--- src/hdl/tasq_pkg.sv ---
// Package for the text-to-allophone speech queue.
// Holds the transfer payload types, command codes, the letter table and the byte mapper.
// No dependencies.
package tasq_pkg;

    localparam int QUEUE_DEPTH_DEF = 1024;
    localparam int OPQ_DEPTH = 2;
    localparam int OPQ_AW = 1;

    localparam logic [7:0] ASCII_A = 8'h61;
    localparam logic [7:0] ASCII_Z = 8'h7A;
    localparam logic [7:0] ASCII_SPACE = 8'h20;
    localparam logic [7:0] CASE_BIT = 8'h20;
    localparam logic [7:0] HIGH_BYTE = 8'h80;
    localparam logic [7:0] STATUS_IDLE = 8'hFF;
    localparam int STATUS_PENDING_BIT = 7;
    localparam int STATUS_SPEAKING_BIT = 6;

    localparam logic [5:0] ALLO_PAUSE = 6'h02;

    localparam logic [5:0] LETTER_CODE [26] = '{
        6'h14, 6'h1C, 6'h37, 6'h15, 6'h13, 6'h28, 6'h24, 6'h1B, 6'h06, 6'h0A,
        6'h2A, 6'h2D, 6'h10, 6'h0B, 6'h35, 6'h09, 6'h29, 6'h0E, 6'h37, 6'h11,
        6'h16, 6'h23, 6'h2E, 6'h37, 6'h31, 6'h2B
    };

    typedef enum logic [1:0] {
        CMD_WRITE  = 2'd0,
        CMD_STATUS = 2'd1,
        CMD_TICK   = 2'd2,
        CMD_NONE   = 2'd3
    } t_cmd;

    typedef struct packed {
        t_cmd       cmd;
        logic [7:0] data;
        logic       speech_busy;
    } t_in_item;

    typedef struct packed {
        logic [7:0] status;
        logic       write_taken;
        logic       allophone_valid;
        logic [5:0] allophone;
    } t_out_item;

    typedef struct packed {
        logic       is_tick;
        logic       speech_busy;
        logic       push;
        logic [5:0] code;
        logic       write_taken;
        logic       pending;
    } t_op;

    typedef struct packed {
        logic       hit;
        logic [5:0] code;
    } t_map;

    function automatic t_map map_byte(input logic [7:0] b);
        logic [7:0] c;
        logic [7:0] idx;
        t_map       m;
        c = b | CASE_BIT;
        idx = c - ASCII_A;
        m.hit = 1'b0;
        m.code = '0;
        if (c >= ASCII_A && c <= ASCII_Z) begin
            m.hit = 1'b1;
            m.code = LETTER_CODE[idx[4:0]];
        end else if (c == ASCII_SPACE) begin
            m.hit = 1'b1;
            m.code = ALLO_PAUSE;
        end
        return m;
    endfunction

endpackage

--- src/hdl/tasq_op_queue.sv ---
// Short queue of classified operations between the front and back ends.
// Two register entries with valid and ready on both sides.
// Depends on tasq_pkg.
module tasq_op_queue
    import tasq_pkg::*;
(
    input  logic i_clk,
    input  logic i_rst_n,
    input  logic i_wr_valid,
    output logic o_wr_ready,
    input  t_op  i_wr_op,
    output logic o_rd_valid,
    input  logic i_rd_ready,
    output t_op  o_rd_op
);

    localparam int CW = $clog2(OPQ_DEPTH + 1);

    t_op               r_entry [OPQ_DEPTH];
    logic [OPQ_AW-1:0] r_wr_ptr;
    logic [OPQ_AW-1:0] r_rd_ptr;
    logic [CW-1:0]     r_count;
    logic              w_wr;
    logic              w_rd;

    assign o_wr_ready = (r_count != CW'(OPQ_DEPTH));
    assign o_rd_valid = (r_count != '0);
    assign o_rd_op = r_entry[r_rd_ptr];
    assign w_wr = i_wr_valid && o_wr_ready;
    assign w_rd = o_rd_valid && i_rd_ready;

    always_ff @(posedge i_clk) begin
        if (!i_rst_n) begin
            r_wr_ptr <= '0;
            r_rd_ptr <= '0;
            r_count <= '0;
        end else begin
            if (w_wr) begin
                r_wr_ptr <= (r_wr_ptr == OPQ_AW'(OPQ_DEPTH - 1)) ? '0 : r_wr_ptr + 1'b1;
            end
            if (w_rd) begin
                r_rd_ptr <= (r_rd_ptr == OPQ_AW'(OPQ_DEPTH - 1)) ? '0 : r_rd_ptr + 1'b1;
            end
            r_count <= r_count + CW'(w_wr) - CW'(w_rd);
        end
    end

    always_ff @(posedge i_clk) begin
        if (w_wr) begin
            r_entry[r_wr_ptr] <= i_wr_op;
        end
    end

endmodule

--- config.mk ---
export PLATFORM = sky130hd
export DESIGN_NAME = tasq_op_queue
export DESIGN_NICKNAME = d
export VERILOG_FILES = /design/src/hdl/tasq_pkg.sv /design/src/hdl/tasq_op_queue.sv
export SDC_FILE = /design/constraint.sdc
export NUM_CORES = 1
export LEC_CHECK = 0
export BUFFER_PORTS_ARGS = -buffer_cell sky130_fd_sc_hd__clkbuf_2
export CELL_PAD_IN_SITES_DETAIL_PLACEMENT = 1
export CELL_PAD_IN_SITES_GLOBAL_PLACEMENT = 2
export CORE_ASPECT_RATIO = 1.75
export CORE_UTILIZATION = 31
export DETAILED_ROUTE_END_ITERATION = 10
export PLACE_DENSITY_LB_ADDON = 0.25
export SETUP_SLACK_MARGIN = 0.5
export SLEW_MARGIN = 40
export SYNTH_ARGS = -nofsm -noshare
export SYNTH_HDL_FRONTEND = slang
export SYNTH_SLANG_ARGS = --single-unit
--- constraint.sdc ---
create_clock -name i_clk -period 1.3 [get_ports i_clk]
set_input_delay 0.065 -clock i_clk [delete_from_list [all_inputs] [get_ports i_clk]]
set_output_delay 0.065 -clock i_clk [all_outputs]
set_load 0.03 [all_outputs]
# [After elaboration in Yosys (flattened, before gate mapping)]
# Memory sizes are Yosys's and may differ from the RTL's. A register that Yosys moved wholly into a read port is not among the register bits.
# Index checks and enable logic that the tools add are counted.
[classes] reduce_logical=3 eq_ne=1 n_mux=6 n_addsub=4
[ops] operator="$mux W1" n=6
[ops] operator="$add A1 B1 Y1 const B" n=2
[ops] operator="$add A2 B1 Y2" n=1
[ops] operator="$logic_and A1 B1 Y1" n=2
[ops] operator="$ne A2 B2 Y1 const B" n=1
[ops] operator="$reduce_bool A2 Y1" n=1
[ops] operator="$sub A2 B1 Y2" n=1
[totals] out_inout_bits=13 ff_bits=4 ramBits=22 input_bits=15 word_cells=18 memories=1
[mem_list] memory="r_entry" words=2 width=11 read_ports=1 rd_ports_with_merged_regs=1 write_ports=1 line="tasq_op_queue.sv:19" text="t_op r_entry [OPQ_DEPTH];"

# [Longest topological paths before layout]
[depth] ltp_word=4 depth_mapped=6 mapped_depth_nobuf=6

# [Worst setup path after synthesis]
# OpenSTA, ideal clock, no wires.
[synth_path] path_type="register to register" from="reg r_count[0]" to="mem r_entry[1][0] (netlist name) (enable)" required_ns=0.951 setup_ns=0.349 arrival_time_ns=1.197 path_buffers=0 stages_incl_launch_ff=3 slack_ns=-0.246 period_less_slack_ns=1.546 cell_sequence="dfxtp_1 > nand2b_1 > and3_1"
[synth_between] elab_chain_cells=4
[synth_rtl] element="from (decl)" line="tasq_op_queue.sv:22" text="logic [CW-1:0] r_count;"
[synth_rtl] element="from (signal assigned)" line="tasq_op_queue.sv:44" text="r_count <= r_count + CW'(w_wr) - CW'(w_rd);"
[synth_rtl] element="$ne A2 B2 Y1" line="tasq_op_queue.sv:26" text="assign o_wr_ready = (r_count != CW'(OPQ_DEPTH));"
[synth_rtl] element="named net o_wr_ready" line="tasq_op_queue.sv:10" text="output logic o_wr_ready,"
[synth_rtl] element="$logic_and A1 B1 Y1" line="tasq_op_queue.sv:29" text="assign w_wr = i_wr_valid && o_wr_ready;"
[synth_rtl] element="$mux W1" line="tasq_op_queue.sv:49" text="if (w_wr) begin"
[synth_rtl] element="$mux W1 (implied by the code)" line="tasq_op_queue.sv:50" text="r_entry[r_wr_ptr] <= i_wr_op;"
[synth_rtl] element="to (decl)" line="tasq_op_queue.sv:19"
# The timed path passes the listed nets, and every way through them passes these cells.

==> metrics.md <==
| Metric | Value |
|---|---|
| DRT Wirelength | `2.24 mm` |
| Die height | `79.1 µm` |
| Avg Inst Size Synth | `16.7 µm²` |
| Final period util | `99.9%` |
| Largest net degree at the start of global routing | `15` |
| Max Slew Vio Count | `0` |
| Kind of critical path | `reg2out` |
| Setup Viol. Count Final | `0` |
| Final core occ | `56.1%` |
| Minimum clock period | `1.30 ns` |
| Clk_lat worst skew | `0.26 ns` |
| Leak | `0.715 nW` |
| Clock sinks | `27` |
| Metal3 WL | `56 µm` |
| Worst-path clk slew | `0.08 ns` |
| Slew margin rel. | `86.5%` |
| Core Area | `0.00318 mm²` |
| Max Cap Viol | `0` |
| Register area | `772 µm²` |
| DR top layer | `met4` |
| Critical path endpoint category | `primary output` |
| Routability Congestion | `0.570` |
| DP HPWL | `1.39 mm` |
| Vias per inst | `4.53` |
| Cell variety after synth | `23` |
| Met1 Routed Length | `732 µm` |
| Most common cell after layout, fill and taps aside | `edfxtp_1` |
| Worst Path Arrival | `1.23 ns` |
| Multi-input combinational cell area | `392 µm²` |
| Num CTS Buffers | `3` |
| Ratio of cells with drive above 1 in the final layout | `57.8%` |
| First-pass GRT wire length | `3.46 mm` |
| Max FO, Critical Path | `5` |
| Setup_tns | `0 ns` |
| Maximum clock insertion buffer count | `2` |
| Most frequent cells in the layout | `edfxtp_1 (22), clkbuf_2 (14), buf_8 (13)` |
| Die area | `0.00364 mm²` |
| Syn Nets | `79` |
| H-tree level count | `1` |
| Starting Density | `33.1%` |
| Post-route DRC | `0` |
| Mapped Area | `0.00105 mm²` |
| CTS tree | `yes` |
| Total gr overflow | `0` |
| Row count | `27` |
| Vias in the first global route | `764` |
| Power Dens Cells | `1670 mW/mm²` |
| Number of port buffers | `27` |
| Power, Total | `0.00298 W` |
| Peak supply drop | `0.00108 V` |
| Initial drt markers | `8` |
| Syn Inst Count | `63` |
| Status | `finished clean` |
| WL/cell | `14.1 µm` |
| Sequential share of the synthesized area | `72.3%` |
| Final #Nets | `133` |
| Diodes inserted | `0` |
| Root Driver | `clkbuf_8` |
| #FFs+latches synth | `27` |
| Filler cells | `337` |
| Yosys warning total | `0` |
| GRT Util Overall | `13.8%` |
| Initial antenna violation count | `0` |
| Drt first pass iters | `3` |
| Critical Path Start Type | `flip-flop` |
| Final hold violations | `0` |
| RSZ-0062 raised after global routing | `yes` |
| I/O pins | `28` |
| Met2 routed WL | `1.42 mm` |
| Skew final | `0.00440 ns` |
| Chip Width | `46.0 µm` |
| ANT nets after route | `0` |
| Hold Crit Class | `in2reg` |
| Maximum clock rate | `0.770 GHz` |
| CP required | `1.24 ns` |
| Total number of vias | `720` |
| Syn-to-layout area delta | `69.4%` |
| Slew @ Worst Pin | `0.203 ns` |
-- worst max-delay path, cell delays in order (launching register included) --
cell and delay, ns:
dfxtp_4 0.39, buf_16 0.13, mux2_4 0.31, buf_8 0.14
-- registers in the layout, summed over array words and instances (netlist names), named ones only --
signal	flops
r_count	2
r_rd_ptr	1
r_wr_ptr	1
r_entry	22
-- report_power, final --
group / total (W) / switching, W / internal, W
clock: 0.000456 / 0.000237 / 0.000219
combinational: 0.00136 / 0.000575 / 0.000787
sequential: 0.00116 / 0.0000846 / 0.00107
total: 0.00298 / 0.000896 / 0.00208
-- layer usage --
metal | vias to the layer above | track usage, %
met2 | 16 | 25.6
met1 | 352 | 13.4
li1 | 350 | -
met3 | 2 | 2.05
met4 | 0 | 7.06
met5 | - | 0
-- Yosys cell counts --
master / instances / share of area, %
buf_2: 1 / 0.48
edfxtp_1: 22 / 63
a21boi_1: 1 / 0.71
a32oi_1: 1 / 0.83
mux2_2: 11 / 12
nor2b_1: 1 / 0.59
a211oi_1: 1 / 0.71
xnor2_1: 1 / 0.83
nand2b_1: 2 / 1.2
o21ai_1: 1 / 0.48
a21bo_1: 2 / 1.9
and3_1: 1 / 0.59
inv_1: 1 / 0.36
and2_1: 3 / 1.8
o21ai_0: 1 / 0.48
mux2i_1: 1 / 0.95
ha_1: 1 / 1.2
nand3_1: 1 / 0.48
nor2_1: 2 / 0.71
nand2_1: 1 / 0.36
nand3b_1: 1 / 0.71
dfxtp_1: 5 / 9.5
or2_2: 1 / 0.59
-- cell families (layout without fill, tap and decap cells) --
kind of cell / count (synthesis) / after routing / share of synthesized area [%]
adder cells (fa/ha/maj): 1 / 1 / 1.19
AO/OA/AOI/OAI: 7 / 7 / 5.11
multiplexers: 12 / 12 / 12.7
flip-flops: 27 / 27 / 72.3
buffers and inverters: 2 / 54 / 0.832
XOR/XNOR: 1 / 1 / 0.832
AND/OR/NAND/NOR: 13 / 14 / 7.02
-- path summary, 6_finish.rpt --
| check | from | endpoint | slack, ns | cells after the start |
|---|---|---|---|---|
| min reg2reg | r_rd_ptr | flip-flop | 0.60 | 2 |
| min | i_rst_n | r_count[1] | 0.11 | 3 |
| max reg2reg | r_count[1] | r_entry[0][0] | 0.07 | 5 |
| max | flip-flop | o_rd_op[7] | 0.001 | 3 |
-- metrics by stage --
step                      instances  hold WS (ns)  instance area, µm²  setup slack (ns)
after floorplan                  63         0.164                1120             0.164
after global placement          133         0.255                1320             0.122
after detailed placement        133         0.258                1320            0.0335
after CTS                       156         0.119                1710           -0.0300
after global routing            159         0.119                1780           -0.0361
final                           159         0.113                1780           0.00146
-- area by class of cell --
type	count	area share [%]
well taps	43	3.02
flip-flops and latches	27	43.3
multi-input cells	35	22.0
clock buffers	4	2.53
inverters	1	0.632
repair buffers	48	28.1
repair inverters	1	0.421
-- what timing repair did --
action | CTS | global route
pin swaps | 8 | 5
endpoints found under the setup margin | 40 | 40
gates cloned | 3 | 0
setup buffers | 5 | 3
hold endpoints to repair | 22 | 0
hold buffers | 11 | 0
resized for setup | 41 | 20
No activity file was read; power rests on OpenSTA's default activity.
