==> config.mk <==
export PLATFORM = sky130hd
export DESIGN_NAME = tasq_front
export DESIGN_NICKNAME = d
export VERILOG_FILES = /design/src/hdl/tasq_pkg.sv /design/src/hdl/tasq_front.sv
export SDC_FILE = /design/constraint.sdc
export NUM_CORES = 1
export LEC_CHECK = 0
export ABC_CLOCK_PERIOD_IN_PS = 2650
export BUFFER_PORTS_ARGS = -buffer_cell sky130_fd_sc_hd__buf_2
export CAP_MARGIN = 20
export CORE_ASPECT_RATIO = 0.75
export CORE_MARGIN = 2
export CORE_UTILIZATION = 40
export DETAILED_ROUTE_END_ITERATION = 7
export SLEW_MARGIN = 20
export SYNTH_ARGS = -nofsm -noshare
export SYNTH_HDL_FRONTEND = slang
export SYNTH_SLANG_ARGS = --single-unit
==> constraint.sdc <==
create_clock -name i_clk -period 2.65 [get_ports i_clk]
set_clock_uncertainty 0.15 [all_clocks]
set_input_delay 0.3975 -clock i_clk [delete_from_list [all_inputs] [get_ports i_clk]]
set_output_delay 0.3975 -clock i_clk [all_outputs]
set_load 0.05 [all_outputs]
==> src/hdl/tasq_pkg.sv <==
// Package for the text-to-allophone speech queue.
// Holds the transfer payload types, command codes, the letter table and the byte mapper.
// No dependencies.
package tasq_pkg;

    localparam int QUEUE_DEPTH_DEF = 1024;
    localparam int OPQ_DEPTH = 2;
    localparam int OPQ_AW = 1;

    localparam logic [7:0] ASCII_A = 8'h61;
    localparam logic [7:0] ASCII_Z = 8'h7A;
    localparam logic [7:0] ASCII_SPACE = 8'h20;
    localparam logic [7:0] CASE_BIT = 8'h20;
    localparam logic [7:0] HIGH_BYTE = 8'h80;
    localparam logic [7:0] STATUS_IDLE = 8'hFF;
    localparam int STATUS_PENDING_BIT = 7;
    localparam int STATUS_SPEAKING_BIT = 6;

    localparam logic [5:0] ALLO_PAUSE = 6'h02;

    localparam logic [5:0] LETTER_CODE [26] = '{
        6'h14, 6'h1C, 6'h37, 6'h15, 6'h13, 6'h28, 6'h24, 6'h1B, 6'h06, 6'h0A,
        6'h2A, 6'h2D, 6'h10, 6'h0B, 6'h35, 6'h09, 6'h29, 6'h0E, 6'h37, 6'h11,
        6'h16, 6'h23, 6'h2E, 6'h37, 6'h31, 6'h2B
    };

    typedef enum logic [1:0] {
        CMD_WRITE  = 2'd0,
        CMD_STATUS = 2'd1,
        CMD_TICK   = 2'd2,
        CMD_NONE   = 2'd3
    } t_cmd;

    typedef struct packed {
        t_cmd       cmd;
        logic [7:0] data;
        logic       speech_busy;
    } t_in_item;

    typedef struct packed {
        logic [7:0] status;
        logic       write_taken;
        logic       allophone_valid;
        logic [5:0] allophone;
    } t_out_item;

    typedef struct packed {
        logic       is_tick;
        logic       speech_busy;
        logic       push;
        logic [5:0] code;
        logic       write_taken;
        logic       pending;
    } t_op;

    typedef struct packed {
        logic       hit;
        logic [5:0] code;
    } t_map;

    function automatic t_map map_byte(input logic [7:0] b);
        logic [7:0] c;
        logic [7:0] idx;
        t_map       m;
        c = b | CASE_BIT;
        idx = c - ASCII_A;
        m.hit = 1'b0;
        m.code = '0;
        if (c >= ASCII_A && c <= ASCII_Z) begin
            m.hit = 1'b1;
            m.code = LETTER_CODE[idx[4:0]];
        end else if (c == ASCII_SPACE) begin
            m.hit = 1'b1;
            m.code = ALLO_PAUSE;
        end
        return m;
    endfunction

endpackage

==> src/hdl/tasq_front.sv <==
// Front end of the text-to-allophone speech queue.
// Latches command bytes, classifies each transfer and maps pending bytes to allophones.
// Depends on tasq_pkg.
module tasq_front
    import tasq_pkg::*;
(
    input  logic     i_clk,
    input  logic     i_rst_n,
    input  logic     i_in_valid,
    input  t_in_item i_in_item,
    input  logic     i_op_ready,
    output logic     o_op_valid,
    output t_op      o_op
);

    logic       r_pending;
    logic [7:0] r_byte;
    logic       n_pending;
    logic [7:0] n_byte;
    logic       w_accept;
    t_map       w_map;

    assign w_accept = i_in_valid && i_op_ready;
    assign o_op_valid = i_in_valid;
    assign w_map = map_byte(r_byte);

    always_comb begin
        n_pending = r_pending;
        n_byte = r_byte;
        o_op = '0;
        o_op.speech_busy = i_in_item.speech_busy;
        unique case (i_in_item.cmd)
            CMD_WRITE: begin
                if (!r_pending) begin
                    n_pending = 1'b1;
                    n_byte = i_in_item.data;
                    o_op.write_taken = 1'b1;
                end
            end
            CMD_TICK: begin
                o_op.is_tick = 1'b1;
                if (r_pending) begin
                    o_op.push = (r_byte < HIGH_BYTE) && w_map.hit;
                    o_op.code = w_map.code;
                end
                n_pending = 1'b0;
            end
            CMD_STATUS, CMD_NONE: begin
            end
            default: begin
            end
        endcase
        o_op.pending = n_pending;
    end

    always_ff @(posedge i_clk) begin
        if (!i_rst_n) begin
            r_pending <= 1'b0;
            r_byte <= '0;
        end else if (w_accept) begin
            r_pending <= n_pending;
            r_byte <= n_byte;
        end
    end

endmodule

Word level (Yosys, flattened, before mapping)
Memories as Yosys holds them, arrays and structs flattened.
Cells that the tools add are included.
{"block": "totals", "reg_bits": 9, "latch_bits": 0, "ram_bits": 0, "rom_bits": 192, "input_bits": 15, "out_inout_bits": 12, "word_cells": 27, "memories": 1}
{"name": "(name not given)", "words": 32, "word_bits": 6, "rd": 1, "rd_ports_with_merged_regs": 0, "wr": 0, "line_no": "tasq_pkg.sv:71", "rtl": "m.code = LETTER_CODE[idx[4:0]];"}
{"block": "classes", "add_sub_neg": 1, "mul": 0, "div": 0, "magnitude_cmp": 4, "n_eq_ne": 1, "shifts": 0, "muxes": 10, "bitwise_logic": 2, "n_reduce_logical": 6}
{"cell": "7-bit two-way mux", "n": 4}
{"cell": "6-bit two-way mux", "n": 2}
{"cell": "8-bit by 7-bit greater-or-equal comparator with 1-bit output, second input constant", "n": 1}
{"cell": "8-bit by 7-bit less-or-equal comparator with 1-bit output, second input constant", "n": 1}
{"cell": "8-bit less-than comparator, second input constant", "n": 1}
{"cell": "7-bit zero test", "n": 1}
{"cell": "6-bit greater-or-equal comparator, second input constant", "n": 1}
{"cell": "5-bit NOT with 6-bit output", "n": 1}
{"cell": "5-bit by 1-bit subtractor with 5-bit output, second input constant", "n": 1}
{"cell": "1-bit logical AND", "n": 3}
{"cell": "1-bit two-way mux", "n": 3}
{"cell": "3-bit AND reduction", "n": 1}
{"cell": "2-bit == test, second input constant", "n": 1}
{"cell": "2-bit zero test", "n": 1}
{"cell": "1-bit one-hot mux with 2 select lines", "n": 1}
{"cell": "1-bit NOT", "n": 1}

Depth between registers and ports, before layout
Gate-level depths: netlist of run 1.
{"block": "depth", "depth_word": 9, "ltp_mapped": 9, "depth_no_buf": 7}

Least setup slack after synthesis of run 1
Ideal clock, no wire load.
{"block": "synth_path", "path_type": "register to output", "start": "register r_byte[0]", "end": "output port o_op[2] in the netlist's numbering", "arrival_time_ps": 3114, "required_time_ps": 2102, "slack_ps": -1011, "stages_incl_launch_ff": 9, "path_buffers": 1, "cell_sequence": "dfxtp_1 -> clkbuf_1 -> inv_1 -> ha_1 -> or3b_1 -> nand2b_1 -> o22ai_1 -> or3_1 -> a221oi_1"}
{"item": "start: declaration", "line_no": "tasq_front.sv:17", "rtl": "logic [7:0] r_byte;"}
{"item": "start signal: assignment", "line_no": "tasq_front.sv:62", "rtl": "r_byte <= n_byte;"}
{"item": "end: declaration", "line_no": "tasq_front.sv:13", "rtl": "output t_op o_op"}

==> flow_summary.yaml, run 1 <==
status:
  outcome: "finished, violations left"
  violations: "negative setup slack"
grt:
  antenna_found_initial: 0
  grt_usage_pct: 22.5
  grt_first_pass_wirelength_mm: 5.75
  grt.overflow.total: 0
  first_global_vias: 1210
  grt_max_degree: 18
clock_network:
  cts_buffers: 3
  cts.sinks: 8
  htree_num_levels: 1
  cts_tree: "yes"
  worstSkewPairLatency_ps: 230
  clkTransAtPathRegs_ps: 40
  cts_buffer_depth: 2
  ctsRootBufferMaster: "clkbuf_8"
sta:
  finalWorstSetupSlack_ps: -68.3
  worstMarginPinSlew_ps: 433
  max_slew_margin_pct: 71.1
  hold_violations: 0
  rsz0062_at_grt: "true"
  setup_violations: 3
  max_clock_freq_ghz: 0.368
  fin_crit_sh_pct: 103
  slew_viol_final: 0
  period_minus_slack_ps: 2720
  whs_ps: 286
die:
  dieArea_mm2: 0.00323
  dieHeight_um: 49.7
  core-area_mm2: 0.00262
  io_pins: 27
  rows: 16
  start_util_pct: 42.5
  die_width_um: 65.0
layout:
  final_nets: 210
  final_common_cell: "buf_4"
  diodes: 0
  drive_above_1_share_pct: 47.8
  syn2layout_area_growth_pct: 55.7
  multi_input_area_mm2: 0.00106
  ff_latch_area_um2: 168
  fill_cells: 212
  final_cell_mix: "buf_4, buf_2, nand2_1"
yosys:
  synthesis.nets: 167
  synthArstFlopShare_pct: 0
  postSynthAreaPerCell_um2: 7.69
  synth_edf_count: 0
  ys_ff_latch: 8
  ys_types: 51
  yosysSeqAreaShare_pct: 14.4
  synthFlopType: "dfxtp_1"
  netlist_area_mm2: 0.00111
  synthCells: 145
  ys_warn_count: 0
drt:
  drtAntennaViolNets: 0
  postRouteWirelength_mm: 3.45
  vias: 1218
  drtIter0Drc: 89
  post_drt_wl_per_cell_um: 15.5
  route.detailed.drc: 0
  dr.pass1.iters: 4
  vias_per_cell: 5.49
pwr:
  power.density_mw_per_mm2: 250
  ir_drop_uv: 315
  p_total_mw: 0.434
  p_leak_nw: 0.655
worst_setup_path:
  crit_slowest_cell: "or3_4"
  required_ps: 2100
  crit_type: "flip-flop to output pin"
  crit_chain: "inv_4 > ha_4 > or3b_4 > nand2b_4 > o22ai_2 > or3_4 > a221oi_4 > buf_6"
  crit_path_max_fanout: 5
  critical-path-max-stage-delay_ps: 480
  endpoint_kind: "output pin"
  cp-start-kind: "flip-flop"
  cp.arrival_ps: 2170
  reg2reg_depth: 4
place:
  dp.final_hpwl_mm: 2.41
  port_buffers: 23
  place_congestion: 0.830
min_path:
  hp-class: "primary input to flip-flop"
  hold_depth: 3
job:
  maxCapViolCount: 0
Yosys cell counts (all sizes together) (4+ instances only):
| cell | n | area share, % |
|---|---|---|
| a221oi | 4 | 3.7 |
| o21ai | 6 | 2.7 |
| buf | 9 | 5.3 |
| nand2 | 12 | 4.0 |
| dfxtp | 8 | 14 |
| mux2i | 9 | 8.1 |
| a21oi | 16 | 7.2 |
| clkbuf | 4 | 1.3 |
| nor2b | 10 | 5.6 |
| ha | 7 | 7.9 |
| inv | 10 | 3.4 |
metal layers:
metal / wire length (µm) / up-vias / track usage [%]
met5: 0 / - / 0
met4: 5 / 0 / 2.84
met3: 131 / 2 / 3.42
met2: 1630 / 31 / 35.9
met1: 1690 / 576 / 32.8
li1: - / 609 / -
registers in the layout (all words and copies together), names as in the netlist:
register / count
r_pending: 1
r_byte: 7
final cells by class:
class,count,area share (%)
Sequential cell,8,9.66
Multi-Input combinational cell,114,61.2
Inverter,10,2.60
Tap cell,36,2.60
Clock buffer,3,2.38
Timing Repair Buffer,51,21.6
power by group:
part,leakage [nW],internal (mW),switching [mW]
clock network,0.0216,0.0982,0.0456
logic,0.567,0.0736,0.0912
registers,0.0664,0.122,0.00320
total,0.655,0.294,0.140
critical path: cells and delay by family (launching register included):
kind | cells | cell delay [ps]
compound gates | 2 | 290
fa+ha+maj | 1 | 160
simple gates | 3 | 890
buf+inv | 2 | 240
flops | 1 | 360
metrics by stage:
step | instances | cell area [µm²] | utilization [%] | TNS, ps | setup WS, ps
final | 222 | 1740 | 66.2 | -147 | -68.3
after global routing | 222 | 1740 | 66.2 | -537 | -135
after CTS | 212 | 1620 | 61.6 | -86.7 | -45.7
after detailed placement | 205 | 1440 | 54.9 | 0 | 19.9
after global placement | 205 | 1440 | 54.9 | 0 | 55.3
after floorplan | 145 | 1260 | - | 0 | 5.73
path summary, 6_finish.rpt:
check | startpoint | endpoint | slack, ps
setup / recovery | r_byte[1] | o_op[2] | -70
hold / removal | i_in_item[8] | r_byte[7] | 290
setup reg to reg | r_pending | r_byte[2] | 1010
hold reg to reg | r_pending | r_pending | 360
kinds of logic (layout without fill, tap and decap cells):
group | after synthesis | in the layout | share of synthesized area [%]
DFF | 8 | 8 | 14.4
and+or+nand+nor | 44 | 44 | 22.9
xor gates and xnor gates | 5 | 5 | 5.28
buffers and inverters | 23 | 64 | 9.99
muxes | 11 | 11 | 10.1
adders and majority gates | 7 | 7 | 7.86
AOI/OAI and AO/OA | 47 | 47 | 29.5
timing repair:
item                                    CTS  global route
pin swaps                                 7             7
buffers inserted                          4            10
resized for setup                        21            11
hold buffers                              0             0
endpoints found under the setup margin    6             6
No activity file was read; power rests on OpenSTA's default activity.
==> run 2: changes to the inputs <==
Settings changed: SETUP_SLACK_MARGIN set to 0.4.
==> run 2 against run 1 <==
Against the previous run:
- the run still ends with negative setup slack left
- setup slack lost 20 ps
- via count is 0.33% lower
- sequential cell count did not move
- combinational power shrank 8%
- critical path depth unchanged
- wire length shrank 6.7%
- critical endpoint unchanged
- largest power group unchanged
- highest routed layer unchanged
==> flow_summary.yaml, run 2 (synthesized netlist as in run 1, its figures left out) <==
sta:
  setup_violations: 5
  finalWorstSetupSlack_ps: -88.1
  max_clock_freq_ghz: 0.365
  hold_violations: 0
  fin_setup_tns_ps: -292
  whs_ps: 283
  period_minus_slack_ps: 2740
  fin_crit_sh_pct: 103
  rsz0062_at_grt: "true"
  worstMarginPinSlew_ps: 424
  slew_viol_final: 0
  max_slew_margin_pct: 71.8
clock_network:
  cts_tree: "yes"
  cts_buffers: 3
  ctsRootBufferMaster: "clkbuf_8"
  cts.sinks: 8
  htree_num_levels: 1
  worstSkewPairLatency_ps: 220
  clkTransAtPathRegs_ps: 40
  cts_buffer_depth: 2
worst_setup_path:
  required_ps: 2100
  crit_path_max_fanout: 5
  reg2reg_depth: 4
  reg2reg_to: "r_byte[1]"
  crit_path_start: "r_byte[0]"
  reg2reg_setup_slack_ps: 1120
  crit_slowest_cell: "or3b_4"
  r2r_start: "r_pending"
  crit_buf_inv: 3
  endpoint_kind: "output pin"
  critPathTopFamily: "compound AO/OA/AOI/OAI gates"
  cp-start-kind: "flip-flop"
  critical-path-max-stage-delay_ps: 410
  crit_chain: "inv_8 > ha_4 > or3b_4 > a21o_1 > a221oi_1 > buf_4 > a221oi_4 > buf_6"
  crit_type: "flip-flop to output pin"
  cp.arrival_ps: 2190
grt:
  grt_usage_pct: 22.0
  grt_first_pass_wirelength_mm: 5.49
  grt.overflow.total: 0
  grt_max_degree: 23
  first_global_vias: 1167
  antenna_found_initial: 0
layout:
  syn2layout_area_growth_pct: 49.7
  largest_reg_flops: 7
  final_common_cell: "buf_4"
  reg.largest.list: "r_byte x7, r_pending x1"
  diodes: 0
  largest-register: "r_byte"
  fin_util_pct: 63.6
  final_nets: 203
  final_cell_mix: "buf_4, buf_2, nand2_1"
  fill_cells: 211
  drive_above_1_share_pct: 44.7
min_path:
  holdPathEnd: "r_byte[0]"
  min_from: "i_in_item[1]"
  hold_depth: 3
  hp-class: "primary input to flip-flop"
drt:
  drtAntennaViolNets: 0
  drtIter0Drc: 69
  dr.pass1.iters: 4
  vias: 1214
  vias_per_cell: 5.65
  route.detailed.drc: 0
  post_drt_wl_per_cell_um: 15.0
  postRouteWirelength_mm: 3.22
job:
  maxCapViolCount: 0
die:
  io_pins: 27
  rows: 16
  core-area_mm2: 0.00262
  dieArea_mm2: 0.00323
  die_width_um: 65.0
  dieHeight_um: 49.7
  start_util_pct: 42.5
status:
  violations: "negative setup slack"
  outcome: "finished, violations left"
pwr:
  power.density_mw_per_mm2: 253
  p_leak_nw: 0.618
  ir_drop_uv: 220
place:
  port_buffers: 23
  dp.final_hpwl_mm: 2.38
  place_congestion: 0.795
[run 2: stage by stage]
stage / cell area, µm² / power [mW] / worst slack [ps] / cells
global placement: 1460 / 0.264 / 50.9 / 204
finish: 1670 / 0.422 / -88.1 / 215
floorplan: 1280 / 0.239 / 8.21 / 145
detailed placement: 1460 / 0.267 / 37.5 / 204
CTS: 1620 / 0.423 / -59.4 / 211
global route: 1670 / 0.449 / -148 / 215
[run 2: what timing repair did]
item	4_1_cts	5_1_grt
gates cloned	0	0
pin swaps	5	2
buffers inserted	4	4
hold buffers	0	0
endpoints found under the setup margin	7	7
resized for setup	22	1
[run 2: report_power, final]
part           total [mW]  switching [mW]  internal (mW)
clock               0.143          0.0453         0.0982
combinational       0.152          0.0847         0.0671
sequential          0.127         0.00402          0.123
[run 2: final cells by class]
class | instances | area [µm²] | share of cell area, %
Clock buffer | 3 | 41.3 | 2.47
Inverter | 10 | 47.5 | 2.85
Multi-Input combinational cell | 114 | 1030 | 62.0
Sequential cell | 8 | 165 | 9.90
Tap cell | 36 | 45.0 | 2.70
Timing Repair Buffer | 44 | 335 | 20.1
[run 2: routing by layer]
| metal | global-route usage, % | part of all wire (%) | up-vias |
|---|---|---|---|
| met5 | 0 | 0 | - |
| met4 | 6.38 | 0.65 | 0 |
| met2 | 31.6 | 44 | 41 |
| li1 | - | - | 596 |
| met3 | 5.02 | 7.0 | 4 |
| met1 | 32.5 | 48 | 573 |
[run 2: how the worst max path moves through the flow]
stage / to / slack (ps) / depth (start not counted)
6_report: o_op[2] / -90 / 8
5_1_grt: o_op[2] / -150 / 8
4_1_cts: o_op[2] / -60 / 8
3_5_place_dp: o_op[6] / 40 / 8
3_3_place_gp: o_op[6] / 50 / 8
2_1_floorplan: o_op[2] / 8 / 8
[run 2: tightest hold or removal path, delay by kind of cell]
kind	cells	cell delay (ps)
buffers and inverters	1	80
muxes	1	50
and+or+nand+nor	1	90
